--- config.mk ---
export PLATFORM = sky130hd
export DESIGN_NAME = auto_ranging_lux_calculator_flat
export DESIGN_NICKNAME = d
export VERILOG_FILES = /design/src/design/arl_pkg.sv /design/src/design/arl_channels.sv /design/src/design/arl_div.sv /design/src/design/arl_mul.sv /design/src/design/auto_ranging_lux_calculator.sv /design/src/flat_wrapper.sv
export VERILOG_INCLUDE_DIRS = /design/src /design/src/design
export SDC_FILE = /design/constraint.sdc
export NUM_CORES = 2
export LEC_CHECK = 0
export ABC_AREA = 1
export BUFFER_PORTS_ARGS = -buffer_cell sky130_fd_sc_hd__buf_2
export CORE_ASPECT_RATIO = 0.5
export CORE_MARGIN = 2
export CORE_UTILIZATION = 35
export DETAILED_ROUTE_END_ITERATION = 10
export PLACE_DENSITY_LB_ADDON = 0.2
export SLEW_MARGIN = 25
export SYNTH_ARGS = -nofsm -noshare
export SYNTH_HDL_FRONTEND = slang
export SYNTH_SLANG_ARGS = --single-unit
--- constraint.sdc ---
create_clock -name clk -period 16 [get_ports clk]
set_input_delay 0.8 -clock clk [delete_from_list [all_inputs] [get_ports clk]]
set_output_delay 0.8 -clock clk [all_outputs]
set_load 0.01 [all_outputs]
--- src/design/auto_ranging_lux_calculator_macros.svh ---
// ----------------------------------------------------------------------------
// Lux calculator assertion macros
// Checks are clocked on clk and disabled during rst.
// ----------------------------------------------------------------------------
`ifndef AUTO_RANGING_LUX_CALCULATOR_MACROS_SVH
`define AUTO_RANGING_LUX_CALCULATOR_MACROS_SVH
`ifndef NO_ASSERTIONS
// property must hold at every edge out of reset
`define ARL_ASSERT(label, prop) \
  label: assert property (@(posedge clk) disable iff (rst) prop) \
    else $error("lux calculator check failed");
// condition must never be seen
`define ARL_ASSERT_NEVER(label, cond) \
  label: assert property (@(posedge clk) disable iff (rst) !(cond)) \
    else $error("lux calculator forbidden condition");
`else
`define ARL_ASSERT(label, prop)
`define ARL_ASSERT_NEVER(label, cond)
`endif
`endif

--- src/design/arl_pkg.sv ---
// ----------------------------------------------------------------------------
// Lux calculator package
// Types, constants, profile ROM and power table generator.
// ----------------------------------------------------------------------------
package arl_pkg;

  localparam int MAX_STEPS_DEF   = 6;
  localparam int POW_ENTRIES_DEF = 64;

  localparam int MUL_A_W = 35;
  localparam int MUL_B_W = 24;
  localparam int MUL_P_W = MUL_A_W + MUL_B_W;
  localparam int DIV_N_W = 35;
  localparam int DIV_D_W = 24;

  localparam int CFG_IDX_W  = 3;
  localparam int CFG_DATA_W = 24;

  // Q24 coefficients
  localparam logic [20:0] COEF_P0 = 21'd510027;
  localparam logic [20:0] COEF_P1 = 21'd1040187;
  localparam logic [20:0] COEF_BA = 21'd375810;
  localparam logic [20:0] COEF_BB = 21'd520094;
  localparam logic [20:0] COEF_CA = 21'd214748;
  localparam logic [20:0] COEF_CB = 21'd256691;
  localparam logic [20:0] COEF_DA = 21'd24495;
  localparam logic [20:0] COEF_DB = 21'd18790;

  // Q16 scale factors
  localparam logic [34:0] SCALE_T0  = 35'd1923027;
  localparam logic [34:0] SCALE_T1  = 35'd260846;
  localparam logic [34:0] SCALE_T2  = 35'd65536;
  localparam logic [34:0] SCALE_NUM = 35'd26345472000;

  typedef enum logic [2:0] {
    CFG_RANGE_PROFILE,
    CFG_LOW_LIMIT,
    CFG_HIGH_LIMIT,
    CFG_FIXED_HIGH_GAIN,
    CFG_FIXED_TIMING,
    CFG_MANUAL_TIME_US,
    CFG_SETTLE_MS
  } cfg_reg_t;

  typedef enum logic [1:0] {
    TIM_13MS,
    TIM_101MS,
    TIM_402MS,
    TIM_MANUAL
  } timing_t;

  typedef enum logic [2:0] {
    RGN_POW,
    RGN_B,
    RGN_C,
    RGN_D,
    RGN_NONE
  } region_t;

  typedef enum logic [3:0] {
    S_IDLE,
    S_DIV_R,
    S_MUL_D,
    S_MUL_P,
    S_MUL_R1,
    S_MUL_A,
    S_MUL_B,
    S_SCALE,
    S_MUL_L,
    S_FIN
  } state_t;

  typedef struct packed {
    logic busy;
    logic done;
  } unit_stat_t;

  function automatic logic [2:0] prof_len(input logic [1:0] p);
    case (p)
      2'd0:    return 3'd1;
      2'd1:    return 3'd6;
      default: return 3'd4;
    endcase
  endfunction

  function automatic logic prof_gain(input logic [1:0] p, input logic [2:0] s);
    logic g;
    g = 1'b0;
    case (p)
      2'd1:    g = (s == 3'd2) || (s == 3'd4) || (s == 3'd5);
      2'd2:    g = (s == 3'd1) || (s == 3'd2) || (s == 3'd3);
      2'd3:    g = (s == 3'd3);
      default: g = 1'b0;
    endcase
    return g;
  endfunction

  function automatic logic [1:0] prof_time(input logic [1:0] p, input logic [2:0] s);
    logic [1:0] t;
    t = TIM_13MS;
    case (p)
      2'd1: begin
        case (s)
          3'd1, 3'd4: t = TIM_101MS;
          3'd3, 3'd5: t = TIM_402MS;
          default:    t = TIM_13MS;
        endcase
      end
      2'd2: begin
        case (s)
          3'd2:    t = TIM_101MS;
          3'd3:    t = TIM_402MS;
          default: t = TIM_13MS;
        endcase
      end
      2'd3: begin
        case (s)
          3'd1:       t = TIM_101MS;
          3'd2, 3'd3: t = TIM_402MS;
          default:    t = TIM_13MS;
        endcase
      end
      default: t = TIM_13MS;
    endcase
    return t;
  endfunction

  // x^1.4 in Q16 for x = x_in/65536, elaboration use only
  function automatic logic [15:0] pow_entry(input int unsigned x_in);
    logic [63:0] x, t2, lo, hi, mid, y2, y4, f;
    x  = 64'(x_in);
    t2 = (x * x) >> 16;
    lo = 64'd0;
    hi = 64'd65536;
    for (int k = 0; k < 18; k++) begin
      if (lo < hi) begin
        mid = (lo + hi + 64'd1) >> 1;
        y2  = (mid * mid) >> 16;
        y4  = (y2 * y2) >> 16;
        f   = (y4 * mid) >> 16;
        if (f <= t2) lo = mid;
        else hi = mid - 64'd1;
      end
    end
    return 16'((x * lo) >> 16);
  endfunction

endpackage

--- src/design/arl_channels.sv ---
// ----------------------------------------------------------------------------
// Lux calculator channels
// Sample, result and configuration write channels.
// ----------------------------------------------------------------------------
interface arl_sample_if import arl_pkg::*; ();
  logic        valid;
  logic        ready;
  logic [15:0] count0;
  logic [15:0] count1;
  logic [15:0] elapsed_ms;
  modport source (output valid, count0, count1, elapsed_ms, input ready);
  modport sink   (input valid, count0, count1, elapsed_ms, output ready);
endinterface

interface arl_result_if import arl_pkg::*; ();
  logic               valid;
  logic               ready;
  logic signed [31:0] lux_q8;
  logic               saturated;
  logic               gain_high;
  logic [1:0]         timing_sel;
  logic [2:0]         step_index;
  logic               range_changed;
  logic [15:0]        count0_echo;
  logic [15:0]        count1_echo;
  modport source (output valid, lux_q8, saturated, gain_high, timing_sel, step_index,
                  range_changed, count0_echo, count1_echo, input ready);
  modport sink   (input valid, lux_q8, saturated, gain_high, timing_sel, step_index,
                  range_changed, count0_echo, count1_echo, output ready);
endinterface

interface arl_cfg_if import arl_pkg::*; ();
  logic                  valid;
  logic                  ready;
  logic [CFG_IDX_W-1:0]  index;
  logic [CFG_DATA_W-1:0] data;
  modport source (output valid, index, data, input ready);
  modport sink   (input valid, index, data, output ready);
endinterface

--- src/design/arl_div.sv ---
// ----------------------------------------------------------------------------
// Lux calculator divider
// Restoring divider, one quotient bit per cycle.
// ----------------------------------------------------------------------------
module arl_div import arl_pkg::*; #(
  parameter int N_W = DIV_N_W,
  parameter int D_W = DIV_D_W
) (
  input  logic           clk,
  input  logic           rst,
  input  logic           start,
  input  logic [N_W-1:0] dividend,
  input  logic [D_W-1:0] divisor,
  output logic [N_W-1:0] quotient,
  output unit_stat_t     stat
);
  localparam int CNT_W = $clog2(N_W + 1);

  logic [N_W-1:0]   quo;
  logic [D_W-1:0]   rem;
  logic [D_W-1:0]   dvs;
  logic [CNT_W-1:0] cnt;
  logic             busy;
  logic             done;
  logic [D_W:0]     rem_sh;
  logic [D_W:0]     rem_sub;
  logic             fits;

  assign rem_sh  = {rem, quo[N_W-1]};
  assign rem_sub = rem_sh - {1'b0, dvs};
  assign fits    = rem_sh >= {1'b0, dvs};

  always_ff @(posedge clk) begin
    if (rst) begin
      busy <= 1'b0;
      done <= 1'b0;
      cnt  <= '0;
    end else begin
      done <= 1'b0;
      if (start) begin
        busy <= 1'b1;
        cnt  <= CNT_W'(N_W);
      end else if (busy) begin
        cnt <= cnt - CNT_W'(1);
        if (cnt == CNT_W'(1)) begin
          busy <= 1'b0;
          done <= 1'b1;
        end
      end
    end
  end

  always_ff @(posedge clk) begin
    if (start) begin
      quo <= dividend;
      rem <= '0;
      dvs <= divisor;
    end else if (busy) begin
      quo <= {quo[N_W-2:0], fits};
      rem <= fits ? rem_sub[D_W-1:0] : rem_sh[D_W-1:0];
    end
  end

  assign quotient  = quo;
  assign stat.busy = busy;
  assign stat.done = done;
endmodule

--- src/design/arl_mul.sv ---
// ----------------------------------------------------------------------------
// Lux calculator multiplier
// Shift-add multiplier, one multiplier bit per cycle.
// ----------------------------------------------------------------------------
module arl_mul import arl_pkg::*; #(
  parameter int A_W = MUL_A_W,
  parameter int B_W = MUL_B_W
) (
  input  logic               clk,
  input  logic               rst,
  input  logic               start,
  input  logic [A_W-1:0]     a,
  input  logic [B_W-1:0]     b,
  output logic [A_W+B_W-1:0] product,
  output unit_stat_t         stat
);
  localparam int P_W   = A_W + B_W;
  localparam int CNT_W = $clog2(B_W + 1);

  logic [P_W-1:0]   a_sh;
  logic [B_W-1:0]   b_sh;
  logic [P_W-1:0]   acc;
  logic [CNT_W-1:0] cnt;
  logic             busy;
  logic             done;

  always_ff @(posedge clk) begin
    if (rst) begin
      busy <= 1'b0;
      done <= 1'b0;
      cnt  <= '0;
    end else begin
      done <= 1'b0;
      if (start) begin
        busy <= 1'b1;
        cnt  <= CNT_W'(B_W);
      end else if (busy) begin
        cnt <= cnt - CNT_W'(1);
        if (cnt == CNT_W'(1)) begin
          busy <= 1'b0;
          done <= 1'b1;
        end
      end
    end
  end

  always_ff @(posedge clk) begin
    if (start) begin
      a_sh <= P_W'(a);
      b_sh <= b;
      acc  <= '0;
    end else if (busy) begin
      if (b_sh[0]) acc <= acc + a_sh;
      a_sh <= a_sh << 1;
      b_sh <= b_sh >> 1;
    end
  end

  assign product   = acc;
  assign stat.busy = busy;
  assign stat.done = done;
endmodule

--- src/design/auto_ranging_lux_calculator.sv ---
// ----------------------------------------------------------------------------
// Auto-ranging lux calculator
// Datasheet lux formula on a sensor count pair, with profile auto-ranging.
// ----------------------------------------------------------------------------
// Usage:
//  sample carries one beat per sensor reading: count0, count1, elapsed_ms.
//  result returns exactly one beat per sample: lux in signed Q24.8 plus the
//  gain, timing and profile step in effect after the reading.
//  cfg writes one register per beat (index, data); always ready. Write it
//  only while no sample is in flight. Unknown indexes are dropped.
// Sequencing:
//  One sample at a time. Saturated, zero or high-ratio readings skip the
//  arithmetic. Otherwise the work runs on one bit-serial multiplier and one
//  restoring divider: ratio >= 0.5: 3 products; ratio < 0.5: 1 quotient
//  and 4 products; manual timing adds one quotient.
// Reset: registers take their documented defaults, step and settle timer
//  clear, no result pending. No clearing pass.
// Stall: the finished result sits in an output register; the next sample is
//  taken while it waits, and its own result holds until the register frees.
// ----------------------------------------------------------------------------
`include "auto_ranging_lux_calculator_macros.svh"

module auto_ranging_lux_calculator import arl_pkg::*; #(
  parameter int MAX_STEPS         = MAX_STEPS_DEF,
  parameter int POW_TABLE_ENTRIES = POW_ENTRIES_DEF
) (
  input logic          clk,
  input logic          rst,
  arl_sample_if.sink   sample,
  arl_result_if.source result,
  arl_cfg_if.sink      cfg
);
  localparam int IDX_W = $clog2(POW_TABLE_ENTRIES + 1);
  localparam int P_W   = 17 + IDX_W;

  // power table, folded to constants
  logic [15:0] pow_tab [POW_TABLE_ENTRIES+1];
  for (genvar g = 0; g <= POW_TABLE_ENTRIES; g++) begin : g_pow
    localparam int unsigned PX = (g * 32768) / POW_TABLE_ENTRIES;
    assign pow_tab[g] = pow_entry(PX);
  end

  // configuration registers
  logic [1:0]  range_profile;
  logic [15:0] low_limit;
  logic [15:0] high_limit;
  logic        fixed_high_gain;
  logic [1:0]  fixed_timing;
  logic [23:0] manual_time_us;
  logic [15:0] settle_ms;

  // ranging state
  logic [2:0]  current_step;
  logic [15:0] ms_since_change;

  // control
  state_t state, state_next;
  logic   launched, launched_next;
  logic   mul_start, div_start;
  unit_stat_t mul_stat, div_stat;

  // per-sample holding registers
  logic [15:0] c0, c1;
  logic        gain_pre;
  logic [1:0]  timing_pre;
  region_t     region;
  logic [31:0] lux_res;
  logic        sat_r, chg_r, gain_post;
  logic [1:0]  timing_post;
  logic [2:0]  step_post;
  logic [IDX_W-1:0] idx;
  logic [14:0] frac;
  logic [15:0] pw;
  logic [19:0] tmp;
  logic [34:0] acc;
  logic [35:0] raw;
  logic [34:0] scale;

  // output register
  logic               out_valid;
  logic signed [31:0] o_lux;
  logic               o_sat, o_gain, o_chg;
  logic [1:0]         o_timing;
  logic [2:0]         o_step;
  logic [15:0]        o_c0, o_c1;

  logic accept, cfg_we, out_load;
  assign sample.ready = (state == S_IDLE);
  assign accept       = sample.valid && sample.ready;
  assign cfg.ready    = 1'b1;
  assign cfg_we       = cfg.valid;
  assign out_load     = (state == S_FIN) && (!out_valid || result.ready);

  // ---- ranging decision, taken at accept ----
  logic [3:0]  steps_n;
  logic [3:0]  len4;
  logic [16:0] ms_sum;
  logic [15:0] ms_sat;
  logic        low_c, high_c, chg;
  logic [2:0]  step_new;
  logic [15:0] ms_new;

  assign len4    = {1'b0, prof_len(range_profile)};
  assign steps_n = (len4 > 4'(MAX_STEPS)) ? 4'(MAX_STEPS) : len4;
  assign ms_sum  = {1'b0, ms_since_change} + {1'b0, sample.elapsed_ms};
  assign ms_sat  = ms_sum[16] ? 16'hFFFF : ms_sum[15:0];
  assign low_c   = (sample.count0 < low_limit) || (sample.count1 < low_limit);
  assign high_c  = (sample.count0 > high_limit) || (sample.count1 > high_limit);

  always_comb begin
    chg      = 1'b0;
    step_new = current_step;
    if (range_profile != 2'd0 && ms_sat > settle_ms) begin
      if (low_c && ({1'b0, current_step} + 4'd1) < steps_n) begin
        step_new = current_step + 3'd1;
        chg      = 1'b1;
      end else if (high_c && current_step != 3'd0) begin
        // a step past the end drops to the last one
        step_new = ({1'b0, current_step} >= steps_n) ? 3'(steps_n - 4'd1)
                                                     : current_step - 3'd1;
        chg      = 1'b1;
      end
    end
    ms_new = chg ? 16'd0 : ms_sat;
  end

  // gain and timing for a step
  logic [2:0] s_pre, s_post;
  logic       g_pre, g_post;
  logic [1:0] t_pre, t_post;

  assign s_pre  = ({1'b0, current_step} >= steps_n) ? 3'(steps_n - 4'd1) : current_step;
  assign s_post = ({1'b0, step_new} >= steps_n) ? 3'(steps_n - 4'd1) : step_new;
  assign g_pre  = (range_profile == 2'd0) ? fixed_high_gain : prof_gain(range_profile, s_pre);
  assign t_pre  = (range_profile == 2'd0) ? fixed_timing : prof_time(range_profile, s_pre);
  assign g_post = (range_profile == 2'd0) ? fixed_high_gain : prof_gain(range_profile, s_post);
  assign t_post = (range_profile == 2'd0) ? fixed_timing : prof_time(range_profile, s_post);

  // ---- region and special cases ----
  logic    in_sat, in_zero;
  region_t rgn;
  assign in_sat  = (sample.count0 == 16'hFFFF) || (sample.count1 == 16'hFFFF);
  assign in_zero = (sample.count0 == 16'd0) || (sample.count1 == 16'd0);

  always_comb begin
    if ({sample.count1, 1'b0} < {1'b0, sample.count0})
      rgn = RGN_POW;
    else if (23'(sample.count1) * 23'd100 < 23'(sample.count0) * 23'd61)
      rgn = RGN_B;
    else if (19'(sample.count1) * 19'd5 < 19'(sample.count0) * 19'd4)
      rgn = RGN_C;
    else if (20'(sample.count1) * 20'd10 < 20'(sample.count0) * 20'd13)
      rgn = RGN_D;
    else
      rgn = RGN_NONE;
  end

  // ---- arithmetic units ----
  logic [MUL_A_W-1:0] mul_a;
  logic [MUL_B_W-1:0] mul_b;
  logic [MUL_P_W-1:0] prod;
  logic [DIV_N_W-1:0] div_n, quot;
  logic [DIV_D_W-1:0] div_d;
  logic [23:0]        us_eff;
  logic [36:0]        raw_rnd;
  logic [23:0]        r12;
  logic [15:0]        diff;

  assign us_eff  = (manual_time_us == 24'd0) ? 24'd1 : manual_time_us;
  assign raw_rnd = {1'b0, raw} + 37'd2048;
  assign r12     = raw_rnd[35:12];
  assign diff    = pow_tab[idx + IDX_W'(1)] - pow_tab[idx];

  always_comb begin
    mul_a = '0;
    mul_b = '0;
    case (state)
      S_MUL_D:  begin mul_a = MUL_A_W'(diff);    mul_b = MUL_B_W'(frac); end
      S_MUL_P:  begin mul_a = MUL_A_W'(COEF_P1); mul_b = MUL_B_W'(pw);   end
      S_MUL_R1: begin mul_a = MUL_A_W'(tmp);     mul_b = MUL_B_W'(c0);   end
      S_MUL_A: begin
        mul_b = MUL_B_W'(c0);
        case (region)
          RGN_B:   mul_a = MUL_A_W'(COEF_BA);
          RGN_C:   mul_a = MUL_A_W'(COEF_CA);
          default: mul_a = MUL_A_W'(COEF_DA);
        endcase
      end
      S_MUL_B: begin
        mul_b = MUL_B_W'(c1);
        case (region)
          RGN_B:   mul_a = MUL_A_W'(COEF_BB);
          RGN_C:   mul_a = MUL_A_W'(COEF_CB);
          default: mul_a = MUL_A_W'(COEF_DB);
        endcase
      end
      S_MUL_L:  begin mul_a = scale; mul_b = r12; end
      default:  begin mul_a = '0; mul_b = '0; end
    endcase
  end

  always_comb begin
    if (state == S_DIV_R) begin
      div_n = DIV_N_W'({c1, 16'h0000});
      div_d = DIV_D_W'(c0);
    end else begin
      div_n = SCALE_NUM + DIV_N_W'(us_eff >> 1);
      div_d = us_eff;
    end
  end

  arl_mul #(.A_W(MUL_A_W), .B_W(MUL_B_W)) u_mul (
    .clk     (clk),
    .rst     (rst),
    .start   (mul_start),
    .a       (mul_a),
    .b       (mul_b),
    .product (prod),
    .stat    (mul_stat)
  );

  arl_div #(.N_W(DIV_N_W), .D_W(DIV_D_W)) u_div (
    .clk      (clk),
    .rst      (rst),
    .start    (div_start),
    .dividend (div_n),
    .divisor  (div_d),
    .quotient (quot),
    .stat     (div_stat)
  );

  // ---- sequencer ----
  logic mul_ok, div_ok;
  assign mul_ok = launched && mul_stat.done;
  assign div_ok = launched && div_stat.done;

  always_ff @(posedge clk) begin
    if (rst) begin
      state    <= S_IDLE;
      launched <= 1'b0;
    end else begin
      state    <= state_next;
      launched <= launched_next;
    end
  end

  always_comb begin
    state_next    = state;
    launched_next = launched;
    mul_start     = 1'b0;
    div_start     = 1'b0;
    case (state)
      S_IDLE: begin
        if (accept) begin
          if (in_sat || in_zero || rgn == RGN_NONE) state_next = S_FIN;
          else if (rgn == RGN_POW) state_next = S_DIV_R;
          else state_next = S_MUL_A;
        end
      end
      S_DIV_R: begin
        if (!launched) begin
          div_start = 1'b1; launched_next = 1'b1;
        end else if (div_ok) begin
          launched_next = 1'b0; state_next = S_MUL_D;
        end
      end
      S_MUL_D, S_MUL_P, S_MUL_R1, S_MUL_A, S_MUL_B, S_MUL_L: begin
        if (!launched) begin
          mul_start = 1'b1; launched_next = 1'b1;
        end else if (mul_ok) begin
          launched_next = 1'b0;
          case (state)
            S_MUL_D:  state_next = S_MUL_P;
            S_MUL_P:  state_next = S_MUL_R1;
            S_MUL_A:  state_next = S_MUL_B;
            S_MUL_L:  state_next = S_FIN;
            default:  state_next = S_SCALE;
          endcase
        end
      end
      S_SCALE: begin
        if (timing_pre != TIM_MANUAL) begin
          state_next = S_MUL_L;
        end else if (!launched) begin
          div_start = 1'b1; launched_next = 1'b1;
        end else if (div_ok) begin
          launched_next = 1'b0; state_next = S_MUL_L;
        end
      end
      S_FIN: begin
        if (out_load) state_next = S_IDLE;
      end
      default: begin
        state_next    = S_IDLE;
        launched_next = 1'b0;
      end
    endcase
  end

  // ---- configuration and ranging state ----
  always_ff @(posedge clk) begin
    if (rst) begin
      range_profile   <= 2'd0;
      low_limit       <= 16'd100;
      high_limit      <= 16'd5000;
      fixed_high_gain <= 1'b0;
      fixed_timing    <= 2'd0;
      manual_time_us  <= 24'd402000;
      settle_ms       <= 16'd1000;
      current_step    <= 3'd0;
      ms_since_change <= 16'd0;
    end else begin
      if (accept) begin
        current_step    <= step_new;
        ms_since_change <= ms_new;
      end
      if (cfg_we) begin
        case (cfg_reg_t'(cfg.index))
          CFG_RANGE_PROFILE: begin
            range_profile   <= cfg.data[1:0];
            current_step    <= 3'd0;
            ms_since_change <= 16'd0;
          end
          CFG_LOW_LIMIT:       low_limit       <= cfg.data[15:0];
          CFG_HIGH_LIMIT:      high_limit      <= cfg.data[15:0];
          CFG_FIXED_HIGH_GAIN: fixed_high_gain <= cfg.data[0];
          CFG_FIXED_TIMING:    fixed_timing    <= cfg.data[1:0];
          CFG_MANUAL_TIME_US:  manual_time_us  <= cfg.data;
          CFG_SETTLE_MS:       settle_ms       <= cfg.data[15:0];
          default: ;
        endcase
      end
    end
  end

  // ---- datapath ----
  logic [P_W-1:0]  ratio_p;
  logic [P_W-16:0] ratio_i;
  logic [62:0]     prod_g;
  logic [63:0]     lux_rnd;
  logic [43:0]     lux_full;

  assign ratio_p  = P_W'(quot[16:0]) * P_W'(POW_TABLE_ENTRIES);
  assign ratio_i  = ratio_p[P_W-1:15];
  assign prod_g   = gain_pre ? 63'(prod) : {prod, 4'b0000};
  assign lux_rnd  = {1'b0, prod_g} + 64'd524288;
  assign lux_full = lux_rnd[63:20];

  always_ff @(posedge clk) begin
    if (accept) begin
      c0          <= sample.count0;
      c1          <= sample.count1;
      gain_pre    <= g_pre;
      timing_pre  <= t_pre;
      region      <= rgn;
      sat_r       <= in_sat;
      lux_res     <= in_sat ? 32'hFFFFFF00 : 32'd0;
      chg_r       <= chg;
      gain_post   <= g_post;
      timing_post <= t_post;
      step_post   <= step_new;
    end
    if (state == S_DIV_R && div_ok) begin
      // index clamps to the last interval
      idx  <= (ratio_i >= (P_W-15)'(POW_TABLE_ENTRIES)) ? IDX_W'(POW_TABLE_ENTRIES - 1)
                                                       : IDX_W'(ratio_i);
      frac <= ratio_p[14:0];
    end
    if (mul_ok) begin
      case (state)
        S_MUL_D:  pw  <= pow_tab[idx] + 16'(prod >> 15);
        S_MUL_P:  tmp <= 20'(COEF_P0) - 20'(prod >> 16);
        S_MUL_R1: raw <= tmp[19] ? 36'd0 : prod[35:0];
        S_MUL_A:  acc <= prod[34:0];
        S_MUL_B:  raw <= (MUL_P_W'(acc) >= prod) ? 36'(MUL_P_W'(acc) - prod) : 36'd0;
        S_MUL_L:  lux_res <= (lux_full > 44'h7FFFFFFF) ? 32'h7FFFFFFF : lux_full[31:0];
        default: ;
      endcase
    end
    if (state == S_SCALE) begin
      case (timing_pre)
        TIM_13MS:  scale <= SCALE_T0;
        TIM_101MS: scale <= SCALE_T1;
        TIM_402MS: scale <= SCALE_T2;
        default:   scale <= quot;
      endcase
    end
  end

  // ---- output register ----
  always_ff @(posedge clk) begin
    if (rst) begin
      out_valid <= 1'b0;
    end else if (out_load) begin
      out_valid <= 1'b1;
    end else if (result.ready) begin
      out_valid <= 1'b0;
    end
  end

  always_ff @(posedge clk) begin
    if (out_load) begin
      o_lux    <= lux_res;
      o_sat    <= sat_r;
      o_gain   <= gain_post;
      o_timing <= timing_post;
      o_step   <= step_post;
      o_chg    <= chg_r;
      o_c0     <= c0;
      o_c1     <= c1;
    end
  end

  assign result.valid         = out_valid;
  assign result.lux_q8        = o_lux;
  assign result.saturated     = o_sat;
  assign result.gain_high     = o_gain;
  assign result.timing_sel    = o_timing;
  assign result.step_index    = o_step;
  assign result.range_changed = o_chg;
  assign result.count0_echo   = o_c0;
  assign result.count1_echo   = o_c1;

  // ---- checks ----
  `ARL_ASSERT_NEVER(a_units_exclusive, mul_stat.busy && div_stat.busy)
  `ARL_ASSERT(a_step_bound, (range_profile != 2'd0) |-> ({1'b0, current_step} < steps_n))
  `ARL_ASSERT(a_sat_fast, (accept && in_sat) |=> (state == S_FIN))
  `ARL_ASSERT(a_sat_value, (result.valid && result.saturated) |-> (result.lux_q8 == -32'sd256))
endmodule
--- src/flat_wrapper.sv ---
// flat-port wrapper written by rule: the top's interface ports become plain ports
module auto_ranging_lux_calculator_flat import arl_pkg::*;
#(
  parameter int MAX_STEPS         = MAX_STEPS_DEF,
  parameter int POW_TABLE_ENTRIES = POW_ENTRIES_DEF
)
  (clk, rst, sample_valid, sample_count0, sample_count1, sample_elapsed_ms, sample_ready, result_valid, result_lux_q8, result_saturated, result_gain_high, result_timing_sel, result_step_index, result_range_changed, result_count0_echo, result_count1_echo, result_ready, cfg_valid, cfg_index, cfg_data, cfg_ready);
  arl_sample_if sample_i ();
  arl_result_if result_i ();
  arl_cfg_if cfg_i ();
  input logic clk;
  input logic rst;
  input wire logic [$bits(sample_i.valid)-1:0] sample_valid;
  input wire logic [$bits(sample_i.count0)-1:0] sample_count0;
  input wire logic [$bits(sample_i.count1)-1:0] sample_count1;
  input wire logic [$bits(sample_i.elapsed_ms)-1:0] sample_elapsed_ms;
  output wire logic [$bits(sample_i.ready)-1:0] sample_ready;
  output wire logic [$bits(result_i.valid)-1:0] result_valid;
  output wire logic [$bits(result_i.lux_q8)-1:0] result_lux_q8;
  output wire logic [$bits(result_i.saturated)-1:0] result_saturated;
  output wire logic [$bits(result_i.gain_high)-1:0] result_gain_high;
  output wire logic [$bits(result_i.timing_sel)-1:0] result_timing_sel;
  output wire logic [$bits(result_i.step_index)-1:0] result_step_index;
  output wire logic [$bits(result_i.range_changed)-1:0] result_range_changed;
  output wire logic [$bits(result_i.count0_echo)-1:0] result_count0_echo;
  output wire logic [$bits(result_i.count1_echo)-1:0] result_count1_echo;
  input wire logic [$bits(result_i.ready)-1:0] result_ready;
  input wire logic [$bits(cfg_i.valid)-1:0] cfg_valid;
  input wire logic [$bits(cfg_i.index)-1:0] cfg_index;
  input wire logic [$bits(cfg_i.data)-1:0] cfg_data;
  output wire logic [$bits(cfg_i.ready)-1:0] cfg_ready;
  assign sample_i.valid = sample_valid;
  assign sample_i.count0 = sample_count0;
  assign sample_i.count1 = sample_count1;
  assign sample_i.elapsed_ms = sample_elapsed_ms;
  assign sample_ready = sample_i.ready;
  assign result_valid = result_i.valid;
  assign result_lux_q8 = result_i.lux_q8;
  assign result_saturated = result_i.saturated;
  assign result_gain_high = result_i.gain_high;
  assign result_timing_sel = result_i.timing_sel;
  assign result_step_index = result_i.step_index;
  assign result_range_changed = result_i.range_changed;
  assign result_count0_echo = result_i.count0_echo;
  assign result_count1_echo = result_i.count1_echo;
  assign result_i.ready = result_ready;
  assign cfg_i.valid = cfg_valid;
  assign cfg_i.index = cfg_index;
  assign cfg_i.data = cfg_data;
  assign cfg_ready = cfg_i.ready;
  auto_ranging_lux_calculator #(.MAX_STEPS(MAX_STEPS), .POW_TABLE_ENTRIES(POW_TABLE_ENTRIES)) u_core (.clk(clk), .rst(rst), .sample(sample_i), .result(result_i), .cfg(cfg_i));
endmodule
==> summary.txt <==
================================================================================
Power share of the sequential group ...............................        0.323
Setup TNS Final ...................................................         0 ns
Clock latency on the worst-skew pair ..............................      0.67 ns
Quantity of gates resized following cts ...........................            0
Gr ovfl total .....................................................            0
Average via count per standard cell ...............................         5.30
TritonCTS buffer count ............................................           68
Routed wl met2 ....................................................      71.6 mm
Critical path fanouts, max ........................................           14
Worst supply voltage drop on vdd ..................................     0.117 mV
Maximum number of pins on one net before global-route repair ......           86
Total of endpoints with negative setup slack in the final report ..            0
IO Pins ...........................................................          155
Slew @ Worst Pin ..................................................      1.05 ns
Total detailed-routing wirelength .................................       165 mm
Total number of vias ..............................................       43,300
Clock sinks .......................................................          639
Average cell area after synthesis .................................     7.77 um2
WL met3 ...........................................................      9.86 mm
Net count after synthesis .........................................        6,859
Placed cell areas .................................................   0.0508 mm2
Vias in the first global route ....................................       41,000
Number of I/O port buffers ........................................          153
First-pass DRT Iterations .........................................            8
Final core occ ....................................................        0.388
Worst max-slew margin expressed relative to the limit .............        0.293
Count of final max-slew check failures ............................            0
Share of total power consumed by net switching ....................        0.450
Number of enable-type register cells in the synthesized netlist ...          383
Clock period minus final worst setup slack ........................      6.34 ns
Number of fill cells in the layout ................................       14,400
Antenna diode instance count ......................................            0
Worst hold-check path type ........................................       in2reg
Power after layout ................................................    0.00776 W
Depth of the most critical reg-to-reg path ........................           36
Synth Cell Area ...................................................   0.0481 mm2
Critical setup path kind ..........................................      reg2reg
Number of antenna violations at the first check in global routing .            1
Post-synth ARST share .............................................            0
Setup skew after layout ...........................................    0.0448 ns
Horizontal extent of the die ......................................       528 um
Number of different library cells in the post-synthesis netlist ...           67
Die height ........................................................       266 um
Endpoints failing hold ............................................            0
Most frequent cell on the critical path ........................... sky130_fd_sc_hd__nand2_1
Part of the total power dissipated in combinational logic .........        0.469
Residual DRC ......................................................            0
Layout overhead on the synthesized area ...........................        10.4%
Global-route wire length before repair ............................       250 mm
Flops & latches, synth ............................................          639
Worst reg-to-reg setup slack ......................................      9.66 ns
Final Wtd Congestion ..............................................        0.937
Starting Density ..................................................        0.352
HPWL after DPL ....................................................       129 mm
Area fraction of the dominant cell type after synthesis ...........        0.239
Post-layout instance area .........................................   0.0531 mm2
Delay of the slowest cell on the worst path .......................      0.44 ns
Slowest stage cell on the critical path ........................... sky130_fd_sc_hd__a21oi_1
Post-route fraction of the period consumed by the critical path ...        0.396
Post-CTS setup buffer count .......................................            0
Die Footprint .....................................................    0.141 mm2
Site Rows .........................................................           96
Portion of total power attributed to the clock network ............        0.209
Outcome ........................................................... complete, no violations
Buffer levels on the longest clock path ...........................            3
P_int .............................................................    0.00427 W
Root buffer cell .................................................. sky130_fd_sc_hd__clkbuf_16
Commonest register cell after synthesis ........................... sky130_fd_sc_hd__edfxtp_1
Destination of the critical timing path ........................... u_core.timing_post[0]
Cells taking the most area after synthesis ........................ sky130_fd_sc_hd__edfxtp_1 (24%), sky130_fd_sc_hd__ha_1 (13%), sky130_fd_sc_hd__dfxtp_1 (11%)
Capturing point of the worst reg2reg path ......................... u_core.timing_post[0]
Placeable core region .............................................    0.137 mm2
Worst Setup End Kind ..............................................         flop
Final net count ...................................................        6,960
Clock-pin transition on the worst setup and hold timing paths .....      0.06 ns
Source of the worst register-to-register timing path .............. u_core.ms_since_change[0]
Lkg Pwr ...........................................................      23.6 nW
Clock tree from TritonCTS .........................................         done
Biggest area consumer among synthesized cells ..................... sky130_fd_sc_hd__edfxtp_1
Arrival time at the worst endpoint ................................      6.85 ns
Post-route ant nets ...............................................            0
Total routing usage reported by global routing ....................        0.230
Instance count of the mapped netlist ..............................        6,189
Wirelength per Cell ...............................................      20.2 um
Switch Pwr ........................................................    0.00349 W
CTS hold repair buffers ...........................................            0
Worst Hold Path Cells .............................................            3
Origin of the worst setup path .................................... u_core.ms_since_change[0]
Post-Route M1 WL ..................................................      79.2 mm
Placement Setup Slack .............................................      9.22 ns
Critical Path Source Type .........................................         flop
Proportion of layout cells with a drive suffix above 1 ............       0.0605
Maximum Capacitance Violations ....................................            0
Total number of yosys warnings ....................................            0
Total power density per cell area .................................   146 mW/mm2
Iteration-0 DRC count of the detailed router ......................        3,828
Unrepaired setup endpoints after global routing ...................           no
Top routing layer in use ..........................................         met5
Critical path data required time ..................................     16.52 ns
Total number of H-tree levels .....................................            3
Upper clock frequency limit .......................................    0.158 GHz
Portion of the post-synthesis area used by sequential elements ....        0.346
Worst Setup Slack, final ..........................................      9.66 ns
================================================================================
==> per-layer routing <==
layer  up-vias  track usage
li1      21200            -
met1     20600        0.336
met2      1291        0.360
met3       221       0.0260
met4         2       0.0601
met5         -            0
==> cells in the mapped netlist (8+ instances only) <==
library cell                count
sky130_fd_sc_hd__a211oi_1      21
sky130_fd_sc_hd__nor2_1       528
sky130_fd_sc_hd__o2111ai_1      8
sky130_fd_sc_hd__o21bai_1      20
sky130_fd_sc_hd__o21ai_1       21
sky130_fd_sc_hd__clkbuf_1     142
sky130_fd_sc_hd__o221ai_1      17
sky130_fd_sc_hd__a21boi_0      14
sky130_fd_sc_hd__nand2_1     1180
sky130_fd_sc_hd__ha_1         517
sky130_fd_sc_hd__a221oi_1      23
sky130_fd_sc_hd__nor3b_1       13
sky130_fd_sc_hd__nor3_1        91
sky130_fd_sc_hd__nand4_1       71
sky130_fd_sc_hd__o21a_1        13
sky130_fd_sc_hd__or2_2         18
sky130_fd_sc_hd__a31oi_1       48
sky130_fd_sc_hd__fa_1          73
sky130_fd_sc_hd__inv_1        876
sky130_fd_sc_hd__o21ai_2       13
sky130_fd_sc_hd__inv_2         10
sky130_fd_sc_hd__clkinv_1       9
sky130_fd_sc_hd__o22ai_1       14
sky130_fd_sc_hd__a21oi_1      611
sky130_fd_sc_hd__nand3_1      266
sky130_fd_sc_hd__buf_1         10
sky130_fd_sc_hd__o21ai_0      441
sky130_fd_sc_hd__o211ai_1      80
sky130_fd_sc_hd__edfxtp_1     383
sky130_fd_sc_hd__o31ai_1       17
sky130_fd_sc_hd__nor4_1        18
sky130_fd_sc_hd__a21o_1        35
sky130_fd_sc_hd__xor2_1       146
sky130_fd_sc_hd__buf_2          8
sky130_fd_sc_hd__a22o_1        29
sky130_fd_sc_hd__nand3b_1       8
sky130_fd_sc_hd__dfxtp_1      256
sky130_fd_sc_hd__xnor2_1       69
==> critical path: cells and delay by family (launching register included) <==
kind / cells / cell delay [ns]
AOI/OAI and AO/OA: 10 / 2.33
adders and majority gates: 4 / 1.26
DFF: 1 / 0.32
and+or+nand+nor: 17 / 1.58
buffers and inverters: 5 / 0.68
==> cell usage in the layout (no fill, tap or decap), types with 73 or more instances in the layout <==
cell / n
sky130_fd_sc_hd__nand3_1: 265
sky130_fd_sc_hd__ha_1: 517
sky130_fd_sc_hd__edfxtp_1: 383
sky130_fd_sc_hd__nor3_1: 90
sky130_fd_sc_hd__nor2_1: 518
sky130_fd_sc_hd__o211ai_1: 80
sky130_fd_sc_hd__inv_1: 873
sky130_fd_sc_hd__dfxtp_1: 256
sky130_fd_sc_hd__nand2_1: 1176
sky130_fd_sc_hd__a21oi_1: 611
sky130_fd_sc_hd__fa_1: 73
sky130_fd_sc_hd__buf_2: 153
sky130_fd_sc_hd__xor2_1: 146
sky130_fd_sc_hd__o21ai_0: 441
==> registers in the layout, indices dropped and copies added, names as in the netlist, 25 cells and up <==
| register | count |
|---|---|
| u_core.u_div.quotient | 35 |
| u_core.scale | 35 |
| u_core.result.lux_q8 | 32 |
| u_core.lux_res | 32 |
| u_core.acc | 35 |
| u_core.u_mul.a_sh | 59 |
| u_core.u_mul.product | 59 |
| u_core.raw | 25 |
==> power by group through the flow <==
stage	Combinational (W)	Sequential, W	Clock, W
global route	0.00411	0.00252	0.00171
global placement	0.00360	0.00252	0
finish	0.00364	0.00251	0.00162
CTS	0.00362	0.00249	0.00165
floorplan	0.00260	0.00235	0
detailed placement	0.00359	0.00253	0
==> through the flow <==
stage / hold slack, ns / std cells
finish: 0.337 / 8159
global route: 0.357 / 8159
CTS: 0.292 / 8159
detailed placement: 0.405 / 8033
global placement: 0.401 / 8032
floorplan: 0.400 / 6189
==> layout make-up <==
cell class,count,area (um2),area share
clock buffer,90,1870,0.0351
sequential,639,16600,0.313
inverter,895,3360,0.0633
tap,1813,2270,0.0427
clock inverter,36,354,0.00667
multi-input combinational,4484,27500,0.517
timing repair buffer,202,1150,0.0216
==> kinds of logic (layout without fill, tap and decap cells) <==
logic type	count (synthesis)	in the layout	share of synthesized area
buffers and inverters	1066	1223	0.0849
and+or+nand+nor	2227	2227	0.193
adders and majority gates	590	590	0.165
AOI/OAI and AO/OA	1450	1450	0.172
other	2	2	0.000156
DFF	639	639	0.346
xor gates and xnor gates	215	215	0.0392
==> how the worst min path moves through the flow <==
stage	startpoint	endpoint	slack, ns
2_1_floorplan	u_core.gain_post	u_core.result.gain_high	0.40
6_report	cfg_data[17]	u_core.manual_time_us[17]	0.34
5_1_grt	cfg_data[17]	u_core.manual_time_us[17]	0.36
4_1_cts	cfg_data[17]	u_core.manual_time_us[17]	0.29
3_5_place_dp	u_core.sat_r	u_core.result.saturated	0.40
3_3_place_gp	u_core.timing_post[0]	u_core.result.timing_sel[0]	0.40
No activity file was read; power rests on OpenSTA's default activity.
